## config.mk

```make
export PLATFORM = sky130hd
export DESIGN_NAME = iqmh_fifo
export DESIGN_NICKNAME = d
export VERILOG_FILES = /design/src/iqmh_fifo.sv
export SDC_FILE = /design/constraint.sdc
export NUM_CORES = 1
export LEC_CHECK = 0
export BUFFER_PORTS_ARGS = -buffer_cell sky130_fd_sc_hd__buf_2
export CAP_MARGIN = 20
export CORE_MARGIN = 4
export CORE_UTILIZATION = 48
export CTS_CLUSTER_DIAMETER = 120
export DETAILED_ROUTE_END_ITERATION = 10
export PLACE_DENSITY = 0.78
export SETUP_SLACK_MARGIN = 0.15
export SLEW_MARGIN = 20
export SYNTH_ARGS = -nofsm -noshare
export SYNTH_HDL_FRONTEND = slang
export SYNTH_SLANG_ARGS = --single-unit
```

## constraint.sdc

```tcl
create_clock -name clk -period 1.69 [get_ports clk]
set_input_delay 0.2535 -clock clk [delete_from_list [all_inputs] [get_ports clk]]
set_output_delay 0.2535 -clock clk [all_outputs]
set_load 0.005 [all_outputs]
```

## src/iqmh_fifo.sv

```systemverilog
`timescale 1ns / 1ps
// Small register FIFO used for the request and result queues.
module iqmh_fifo #(
	parameter int WIDTH = 8,
	parameter int DEPTH = 2
) (
	input  logic             clk,
	input  logic             arst_n,
	input  logic             push,
	input  logic [WIDTH-1:0] wdata,
	output logic             full,
	input  logic             pop,
	output logic [WIDTH-1:0] rdata,
	output logic             empty
);
	localparam int PTR_W = (DEPTH > 1) ? $clog2(DEPTH) : 1;
	localparam int CNT_W = $clog2(DEPTH + 1);

	logic [WIDTH-1:0] mem_q [DEPTH];
	logic [PTR_W-1:0] wr_ptr_q, rd_ptr_q;
	logic [CNT_W-1:0] cnt_q;
	logic do_push, do_pop;

	assign full = (cnt_q == CNT_W'(DEPTH));
	assign empty = (cnt_q == '0);
	assign do_push = push & ~full;
	assign do_pop = pop & ~empty;
	assign rdata = mem_q[rd_ptr_q];

	always_ff @(posedge clk or negedge arst_n) begin
		if (!arst_n) begin
			wr_ptr_q <= '0;
			rd_ptr_q <= '0;
			cnt_q <= '0;
		end else begin
			if (do_push) begin
				wr_ptr_q <= (wr_ptr_q == PTR_W'(DEPTH - 1)) ? '0 : wr_ptr_q + PTR_W'(1);
			end
			if (do_pop) begin
				rd_ptr_q <= (rd_ptr_q == PTR_W'(DEPTH - 1)) ? '0 : rd_ptr_q + PTR_W'(1);
			end
			if (do_push && !do_pop) begin
				cnt_q <= cnt_q + CNT_W'(1);
			end else if (do_pop && !do_push) begin
				cnt_q <= cnt_q - CNT_W'(1);
			end
		end
	end

	always_ff @(posedge clk) begin
		if (do_push) begin
			mem_q[wr_ptr_q] <= wdata;
		end
	end
endmodule

```

---- Word level (Yosys, flattened, before mapping) ----
Memory sizes are Yosys's and may differ from the RTL's.
Index checks and enable logic that the tools add are counted.
word-level totals
  output and inout port bits .............. 10
  memory bits (writable) .................. 16
  bits in registers ....................... 4
  memories ................................ 1
  input port bits ......................... 12
memory list
  name   depth  bits a word  rd ports  clocked after Yosys merged registers in  write ports  RTL line  RTL
  mem_q  2      8            1         0                                        1            19        logic [WIDTH-1:0] mem_q [DEPTH];
operators by class
  mux-type cells .......................... 6
  $add $sub $neg .......................... 4
  reduce and logical (&&, ||, !) cells .... 6
  eq/ne operators ......................... 1
  bitwise operators ....................... 4
operators with widths
  kind                 count
  $mux 1               4
  $mux 2               2
  $add 1x1->1 const B  2
  $add 2x1->2 const B  1
  $and 1x1->1          2
  $eq 2x2->1 const B   1
  $logic_and 1x1->1    2
  $logic_not 1->1      2
  $logic_not 2->1      1
  $not 1->1            2
  $reduce_bool 2->1    1
  $sub 2x1->2 const B  1

---- Depth between registers and ports, before layout ----
Gate-level depths: netlist of run 1.
  word-level depth ........................ 7
  mapped depth ............................ 7
  gate-level depth less buffers ........... 7

---- Worst setup path before layout of run 1 ----
OpenSTA, ideal clock, no wires.
  path kind ............................... register to register
  start ................................... register cnt_q[0]
  end ..................................... memory mem_q[0][0] (enable)
  cell stages (with the launch flop) ...... 4
  library setup time ...................... 370 ps
  buffers on the path ..................... 0
  arrival time ............................ 1022 ps
  clock period less this slack ............ 1392 ps
  data required time ...................... 1320 ps
  setup slack ............................. 298 ps
  cells stage by stage .................... dfrtp_1 -> nand2b_1 -> nand2_2 -> nor2_1
between the ends
  word-level cells in the longest chain between the ends .. 5
ends and longest elaborated chain
  what                          RTL line  RTL
  start: declaration            21        logic [CNT_W-1:0] cnt_q;
  start signal: assignment      43        cnt_q <= cnt_q + CNT_W'(1);
  start signal: assignment      45        cnt_q <= cnt_q - CNT_W'(1);
  $eq 2x2->1                    24        assign full = (cnt_q == CNT_W'(DEPTH));
  $not 1->1                     26        assign do_push = push & ~full;
  $and 1x1->1                   26
  $mux 1                        51        if (do_push) begin
  $mux 1 (implied by the code)  52        mem_q[wr_ptr_q] <= wdata;
  end: declaration              19
No other way between the ends.

---- Worst setup path in the final report of run 1 ----
  start ................................... register rd_ptr_q
  end ..................................... output rdata[6]
between the ends
  word-level cells in the longest chain between the ends .. 1
ends and longest elaborated chain
  what                      RTL line  RTL
  start: declaration        20        logic [PTR_W-1:0] wr_ptr_q, rd_ptr_q;
  start signal: assignment  40        rd_ptr_q <= (rd_ptr_q == PTR_W'(DEPTH - 1)) ? '0 : rd_ptr_q + PTR_W'(1);
  $mem_v2 2x8               -
  end: declaration          13        output logic [WIDTH-1:0] rdata,
No other way between the ends.

==> results of run 1 <==
-- sequential cells by signal, indices dropped and copies added (netlist names) --
register / flops
mem_q: 16
wr_ptr_q: 1
rd_ptr_q: 1
cnt_q: 2
-- power groups by stage --
stage / sequential [W] / clock (W) / combinational, W
floorplan: 0.000751 / 0 / 0.000345
global placement: 0.000801 / 0 / 0.000463
detailed placement: 0.000808 / 0 / 0.000475
CTS: 0.000801 / 0.000384 / 0.000483
global route: 0.000812 / 0.000404 / 0.000542
finish: 0.000796 / 0.000374 / 0.000487
-- path summary, 6_finish.rpt --
check	start	endpoint	slack (ps)	cells after the start
worst max-delay path	rd_ptr_q	rdata[6]	160	2
worst min-delay path	wdata[2]	mem_q[0][2]	140	1
worst max register to register	cnt_q[0]	cnt_q[1]	220	6
worst min register to register	wr_ptr_q	wr_ptr_q	530	1
max in group asynchronous	arst_n	rd_ptr_q	1280	2
min in group asynchronous	arst_n	wr_ptr_q	280	2
-- cell families (layout without fill, tap and decap cells) --
| family | after synthesis | in the layout |
|---|---|---|
| flip-flops | 20 | 20 |
| AND/OR/NAND/NOR | 6 | 6 |
| XOR/XNOR | 5 | 5 |
| multiplexers | 8 | 8 |
| adder cells (fa/ha/maj) | 1 | 1 |
| AO/OA/AOI/OAI | 1 | 1 |
| buffers and inverters | 3 | 30 |
-- per-layer routing --
layer	up-vias	GRT usage	routed length, um
met2	14	0.187	642
li1	210	-	-
met5	-	0	0
met3	2	0.0368	91
met1	204	0.115	454
met4	0	0.0829	28
-- cell usage in the layout, fill, tap and decap left out --
| cell | n |
|---|---|
| buf_2 | 21 |
| mux2_2 | 2 |
| ha_1 | 1 |
| edfxtp_1 | 16 |
| xnor2_2 | 1 |
| inv_1 | 2 |
| dfrtp_1 | 3 |
| xor2_1 | 2 |
| and3_1 | 1 |
| o21ai_1 | 1 |
| mux2_1 | 6 |
| nand2_2 | 1 |
| dlygate4sd3_1 | 1 |
| nand2b_1 | 1 |
| clkbuf_4 | 3 |
| buf_4 | 2 |
| dfrtp_2 | 1 |
| xnor2_1 | 2 |
| bufinv_16 | 1 |
| nor2_1 | 3 |
-- stage by stage --
step	cells	setup slack [ps]	instance area, um2
2_1_floorplan	44	298	782
3_3_place_gp	81	284	910
3_5_place_dp	81	202	910
4_1_cts	86	128	973
5_1_grt	87	101	981
6_report	87	160	981
-- repair_timing --
item                                    CTS  global route
hold endpoints to repair                  4             0
endpoints found under the setup margin    8             8
setup buffers                             0             1
gates resized for setup                   1             0
hold buffers                              1             0
-- cell type report --
cell class                      count  area [um2]
Clock inverter                      1        30.0
Tap cell                           16        20.0
Multi-Input combinational cell     21         189
Timing Repair Buffer               24         130
Sequential cell                    20         582
Clock buffer                        3        22.5
Inverter                            2        7.51
Fill cell                         125         543
==> run metrics, run 1 <==
crit-path max FO=9; Cell Pwr Density=1690 nW/um2; largest family of logic cells by synthesized area=multiplexers; Layout Nets=between 80 and 90; f_max=roughly 650 MHz; # port buffers=21; DR DRC count=0; sequential share of power=0.480; Crit. End Element=output port; WP data required=about 1400 ps; CP max stage cell=dfrtp_2; Worst-Skew Late Latency=around 290 ps; Leak=a little over 0.4 nW; pin count of the biggest net entering global routing=13; Total Power=between 0.0015 and 0.002 W; Max Transition Viols Final=0; WS Path Type=reg2out; Worst path max stage delay=approximately 500 ps; ant diodes=0; Hold Violations, Final=0; DIE HEIGHT=48.4 um; share of layout cells above drive strength 1=0.451; Vias=430; Final TNS setup=0 ps; die width=48.4 um; Slew HR=0.745; Longest Clk Path Bufs=2; Avg Cell Area, Syn=between 15 and 20 um2; CTS tree=done; post-synthesis compound-gate area fraction=0.00640; Crit path max-delay family=flip-flops; Post-Synth Adder-Cell Area=0.0160; Avg WL per Cell=between 10 and 15 um; P_int=about 0.0012 W; Initial Util=0.513; largest area contributor in the netlist=edfxtp_1; I/O pin count=22; Setup crit start kind=flop; crit-path cells=mux2_1 -> buf_2; main area contributors after synthesis=edfxtp_1 61%, dfrtp_1 13%, mux2_1 8.6%; skew final=5.40 ps; Netlist Area Pre-Place=782 um2; post-synthesis mux area share=0.115; CTS Buf Count=3; Total Wirelength=1.22 mm; CTS Sinks=20; DR pass1 iterations=3; first-pass GRT wire length=slightly below 2 mm; Worst-path clk slew=around 110 ps; global route overflow=0; remaining antenna violation count=0; RSZ-0062 raised after global routing=true; clock period minus worst slack=approximately 1500 ps; Final Cycle Share=0.905; DIE AREA=~2300 um2; synth warn=0; Comb power frac=0.294; final RePlAce weighted congestion=0.640; WHS=between 100 and 150 ps; H-tree levels=1; GR Util All Layers=0.112; sequential share of the synthesized area=0.742; max cap viols=0; 1st-iter DRT viols=3; Std-Cell Rows=14; syn_nets=57; Synth Register Bits=20; Synth top cells by count=16 x edfxtp_1, 6 x mux2_1, 4 x dfrtp_1, 3 x nor2_1; DR vias/cell=4.94; post-synth top area share=0.614; synthesized instance count=44; initial antenna violation count=0; xor and xnor area share after synthesis=0.0656; Root Driver=clkbuf_4; area delta synth->final=25.4%; worst hold-check path type=in2reg; NetSw=0.000450 W; CP bufs+invs=1; Clock power frac=0.226; Max rail drop VDD=between 900 and 1000 uV; Distinct cells, synth=15; CP Data Arrival Time=1280 ps; Sw Ratio=0.271; Async SR Flop Fraction=0.200; top_reg_cell synth=edfxtp_1; number of flops mapped to enable cells by yosys=16; Post-Route Utilization=0.644; status=finished clean; core area=around 1500 um2; number of global-route vias before repair=around 440; setup violators final=0; Tightest Pin Transition=between 300 and 400 ps; DP HPWL=902 um; Simple-Gate Fraction of Synth Area=0.0384; count leader, synth=edfxtp_1
(Power assumes the default switching activity.)
==> run 2, diff against run 1 <==
Settings changed: ABC_AREA from default to 1, CORE_UTILIZATION 48 to 52, CTS_BUF_LIST from default to sky130_fd_sc_hd__clkbuf_4 sky130_fd_sc_hd__clkbuf_8, PLACE_DENSITY 0.78 to 0.83, TNS_END_PERCENT from default to 5.
==> run metrics, run 2 <==
Total Wirelength=1.45 mm (+19%); global route overflow=0 (unchanged); Multi-input gate area=194 um2 (+2.6%); RSZ-0062 raised after global routing=false; syn_nets=86 (+51%); Comb power frac=0.350 (+0.056); Setup crit start kind=flop; Tightest Pin Transition=320 ps (-62.7 ps); Sw Ratio=0.354 (+0.0829); final instance area=973 um2 (-0.77%); DR vias/cell=4.89 (-1.1%); main area contributors after synthesis=edfxtp_1 59%, nand2_1 15%, dfrtp_1 12%; number of flops mapped to enable cells by yosys=16 (unchanged); I/O pin count=22 (unchanged); Post-CTS Setup Repair Bufs=0 (unchanged); Final TNS setup=0 ps (unchanged); synth warn=0 (unchanged); Total Power=0.00155 W (-6.6%); synthesized instance count=73 (+66%); NetSw=0.000548 W (+22%); largest area contributor in the netlist=edfxtp_1; DR pass1 iterations=4 (+1); Slew HR=0.786 (+0.0416); DIE AREA=2250 um2 (-3.7%); Final Cycle Share=0.854 (-0.0511); register area=582 um2 (unchanged); count leader, synth=nand2_1; Async SR Flop Fraction=0.200 (unchanged); Netlist Area Pre-Place=810 um2 (+3.5%); DP HPWL=1.09 mm (+21%); Root Driver=clkbuf_4; Vias=557 (+30%); final RePlAce weighted congestion=0.737 (+15%); total placed instance area=936 um2 (+2.9%); GR Util All Layers=0.146 (+0.0340); post-synth top area share=0.594 (-0.0209); Most flops, register=mem_q; max reg flops=16 (unchanged); Longest Clk Path Bufs=2 (unchanged); biggest regs=mem_q: 16 flops, cnt_q: 2 flops; status=finished clean; area delta synth->final=20.2%; Cell Pwr Density=1590 nW/um2 (-5.9%); Layout Nets=113 (+33%); Std-Cell Rows=13 (-1); ant diodes=0 (unchanged); Max rail drop VDD=929 uV (+0.62%); top_reg_cell synth=edfxtp_1; H-tree levels=1 (unchanged); Avg WL per Cell=12.7 um (-9.0%); clock period minus worst slack=1440 ps (-86.3 ps); pin count of the biggest net entering global routing=12 (-1); Worst-Skew Late Latency=290 ps (about the same); number of global-route vias before repair=540 (+22%); Worst-path clk slew=100 ps (about the same); Synth Register Bits=20 (unchanged); die width=47.5 um (-1.9%); initial antenna violation count=0 (unchanged); commonest cells after routing, fill and taps aside=33 x nand2_1, 21 x buf_2, 16 x edfxtp_1, 7 x inv_1; setup violators final=0 (unchanged); sequential share of the synthesized area=0.717 (-0.0252); Avg Cell Area, Syn=11.1 um2 (-38%); Hold Violations, Final=0 (unchanged); Distinct cells, synth=14 (-1); Leak=0.468 nW (+13%); max cap viols=0 (unchanged); crit-path max FO=10 (+1); Synth top cells by count=33 x nand2_1, 16 x edfxtp_1, 7 x inv_1, 4 x dfrtp_1; first-pass GRT wire length=2.23 mm (+14%); # port buffers=21 (unchanged); core area=1380 um2 (-9.3%); DIE HEIGHT=47.5 um (-1.9%); CP Data Arrival Time=1190 ps (-90 ps); CTS tree=done; sequential share of power=0.508 (+0.028); commonest non-fill, non-tap cell in the layout=nand2_1; f_max=693 MHz (+6.0%); P_int=0.000999 W (-17%); CTS Buf Count=3 (unchanged); Fillers=111 (-11%); worst hold-check path type=in2reg; Max Transition Viols Final=0 (unchanged); Clock power frac=0.142 (-0.084); WP data required=1440 ps (about the same); remaining antenna violation count=0 (unchanged); Crit. End Element=output port; skew final=3.78 ps (-1.62 ps); CTS Sinks=20 (unchanged); DR DRC count=0 (unchanged); 1st-iter DRT viols=2 (-1); Initial Util=0.586 (+0.0724); share of layout cells above drive strength 1=0.293 (-0.158); WS Path Type=reg2out
[run 2: changes by cell type after synthesis, sizes merged, moves of 2 or more]
cell / change
inv: +6
mux2: -8
xnor2: -2
nand2: +32
xor2: -2
[run 2: path summary, 6_finish.rpt]
kind / startpoint / endpoint / slack (ps) / cells after the start
worst max-delay path: rd_ptr_q / rdata[3] / 250 / 4
worst min-delay path: wdata[7] / mem_q[0][7] / 150 / 1
worst max register to register: cnt_q[0] / cnt_q[1] / 260 / 6
worst min register to register: wr_ptr_q / wr_ptr_q / 510 / 2
max in group asynchronous: arst_n / rd_ptr_q / 1260 / 2
min in group asynchronous: arst_n / wr_ptr_q / 280 / 2
[run 2: routing by layer]
layer	vias up	share of wire	track usage	wire length, um
li1	289	-	-	-
met4	0	0.0069	0.0497	10
met5	-	0	0	0
met3	2	0.059	0.0338	86
met1	251	0.42	0.165	611
met2	15	0.51	0.267	741
[run 2: layout make-up]
| class | count | area share |
|---|---|---|
| multi-input cells | 44 | 0.199 |
| well taps | 15 | 0.0193 |
| clock buffers | 3 | 0.0231 |
| flip-flops and latches | 20 | 0.598 |
| inverters | 8 | 0.0308 |
| clock inverters | 1 | 0.00386 |
| repair buffers | 23 | 0.126 |
[run 2: worst max-delay path: stages, from the launching register on]
cell,delay [ps]
dfrtp_2,500
inv_2,160
nand2_1,70
nand2_1,70
buf_2,110
[run 2: power by group through the flow]
stage               Combinational, W  Clock [W]  Sequential (W)
finish                      0.000542   0.000219        0.000786
global route                0.000636   0.000240        0.000799
CTS                         0.000558   0.000222        0.000787
detailed placement          0.000552          0        0.000795
global placement            0.000524          0        0.000783
floorplan                   0.000369          0        0.000743
[run 2: cells by family after synthesis]
kind of cell,share of synthesized area
buffers and inverters,0.0433
adder cells (fa/ha/maj),0.0155
AO/OA/AOI/OAI,0.0124
XOR/XNOR,0.0108
flip-flops,0.717
AND/OR/NAND/NOR,0.201
[run 2: what timing repair did]
| action | in CTS | in global routing |
|---|---|---|
| endpoints found under the setup margin | 1 | 0 |
| resized for setup | 1 | 0 |
| hold buffers | 1 | 0 |
| endpoints found under the hold margin | 4 | 0 |
[run 2: through the flow]
stage	hold slack (ps)	util	cells	worst slack (ps)
final	148	0.704	114	246
after global routing	136	0.704	114	152
after CTS	142	0.704	114	220
after detailed placement	69.2	0.677	109	288
after global placement	64.7	0.677	109	312
after floorplan	-42.1	-	73	368
==> run 3, diff against run 2 <==
Settings changed: CORE_UTILIZATION 52 to 55, PLACE_DENSITY 0.83 to 0.87, SKIP_LAST_GASP from default to 1.
Clock period 1.69 ns to 1.8 ns, I/O delays scaled along.
==> run metrics, run 3 (same netlist as run 2, synthesis figures left out) <==
status=finished clean; ant diodes=0 (unchanged); Fillers=91 (-18%); register area=582 um2 (unchanged); hold path startpoint=wdata[5]; Worst-path clk slew=110 ps (about the same); max reg flops=16 (unchanged); I/O pin count=22 (unchanged); Root Driver=clkbuf_4; skew final=3.91 ps (+0.122 ps); setup violators final=0 (unchanged); f_max=roughly 660 MHz; remaining antenna violation count=0 (unchanged); CTS tree=done; Tightest Pin Transition=322 ps (+1.40 ps); commonest non-fill, non-tap cell in the layout=nand2_1; initial antenna violation count=0 (unchanged); CTS Buf Count=3 (unchanged); WS Path Type=reg2reg; H-tree levels=1 (unchanged); DIE AREA=2150 um2 (-4.5%); CP max stage cell=dfrtp_1; Crit path top cell by count=nand2_1; Worst-Skew Late Latency=300 ps (about the same); Placed Cells=109 (unchanged); Layout Nets=113 (unchanged); Std-Cell Rows=13 (unchanged); worst setup path startpoint=cnt_q[0]; Worst path max stage delay=470 ps (-30 ps); Non-Filler Instances=114 (unchanged); dpl ws=349 ps (+60.5 ps); global route overflow=0 (unchanged); DR vias/cell=5.30 (+8.4%); area delta synth->final=20.7%; Leak=0.471 nW (+0.65%); DR pass1 iterations=4 (unchanged); CTS Sinks=20 (unchanged); final setup margin=289 ps (+42.2 ps); pin count of the biggest net entering global routing=12 (unchanged); worst reg2reg startpoint=cnt_q[0]; max cap viols=0 (unchanged); GR Util All Layers=0.174 (+0.0275); commonest cells after routing, fill and taps aside=33 x nand2_1, 21 x buf_2, 16 x edfxtp_1, 7 x inv_1, 4 x clkbuf_4; # port buffers=21 (unchanged); WP data required=1990 ps (+550 ps); number of global-route vias before repair=611 (+13%); first-pass GRT wire length=2.54 mm (+14%); worst hold-check path type=in2reg; Total Wirelength=1.64 mm (+13%); final instance area=977 um2 (+0.39%); Max rail drop VDD=1190 uV (+28%); Cell Pwr Density=1540 nW/um2 (-3.1%); WHS=150 ps (+1.80 ps); Initial Util=0.600 (+0.0141); Longest Clk Path Bufs=2 (unchanged); DR DRC count=0 (unchanged); Multi-input gate area=194 um2 (unchanged); total placed instance area=936 um2 (unchanged); Hold Violations, Final=0 (unchanged); CP Data Arrival Time=1700 ps (+510 ps); RSZ-0062 raised after global routing=false; Vias=604 (+8.4%); DIE HEIGHT=46.4 um (-2.3%); CP bufs+invs=1 (-1); Avg WL per Cell=14.4 um (+13%); share of layout cells above drive strength 1=0.303 (+0.0101); crit-path max FO=7 (-3); Setup crit start kind=flop; die width=46.4 um (-2.3%); Slew HR=0.785 (-0.000936); crit-path cells=o21ai_0 -> ha_1 -> inv_1 -> nand3_1 -> nand2_1 -> nand2_1; Final Cycle Share=0.840; 1st-iter DRT viols=14 (+12); final RePlAce weighted congestion=0.801 (+8.7%); Max Transition Viols Final=0 (unchanged); DP HPWL=1.24 mm (+14%); Final TNS setup=0 ps (unchanged); Most flops, register=mem_q; clock period minus worst slack=roughly 1500 ps; core area=1350 um2 (-2.4%); biggest regs=mem_q: 16 flops, cnt_q: 2 flops; Crit. End Element=flop; Post-CTS Setup Repair Bufs=0 (unchanged); Crit path max-delay family=flip-flops
==> run 3: cell count changes in the layout (fill, tap and decap cells not counted) <==
cell / previous run / this run
clkbuf_4: 3 / 4
clkinv_1: 1 / 0
==> run 3: repair_timing <==
action,in CTS,in global routing
hold endpoints to repair,4,0
hold buffers,1,0
endpoints found under the setup margin,0,7
resized for setup,0,1
==> run 3: final cells by class <==
class	count	share of cell area
timing repair buffer	23	0.125
inverter	8	0.0307
tap	15	0.0192
sequential	20	0.595
clock buffer	4	0.0307
multi-input combinational	44	0.198
==> run 3: per-layer routing <==
layer	wire (um)	part of all wire	GRT usage
met1	611	0.37	0.192
met2	857	0.52	0.297
met3	107	0.065	0.0430
met4	63	0.038	0.102
met5	0	0	0
==> run 3: through the flow <==
step                 util  power, W
floorplan               -   0.00104
global placement    0.693   0.00122
detailed placement  0.693   0.00128
CTS                 0.723   0.00150
global route        0.724   0.00161
finish              0.724   0.00151
==> run 3: worst reg2reg max path, cell delays in order, from the launching register on <==
cell,delay [ps]
dfrtp_1,470
o21ai_0,290
ha_1,310
inv_1,90
nand3_1,90
nand2_1,80
nand2_1,60
==> run 3: report_power, final <==
| part | switching, W | internal (W) | total [W] |
|---|---|---|---|
| Combinational | 0.000320 | 0.000214 | 0.000534 |
| Sequential | 0.0000954 | 0.000645 | 0.000740 |
| Clock | 0.000131 | 0.000101 | 0.000232 |
| Total | 0.000546 | 0.000960 | 0.00151 |
==> run 3: path summary, 6_finish.rpt <==
check | to | slack, ps | depth (start not counted)
max in group asynchronous | rd_ptr_q | 1360 | 2
setup / recovery | cnt_q[1] | 290 | 6
setup reg to reg | cnt_q[1] | 290 | 6
hold reg to reg | wr_ptr_q | 500 | 2
hold / removal | mem_q[1][5] | 150 | 1
min in group asynchronous | cnt_q[0] | 300 | 2
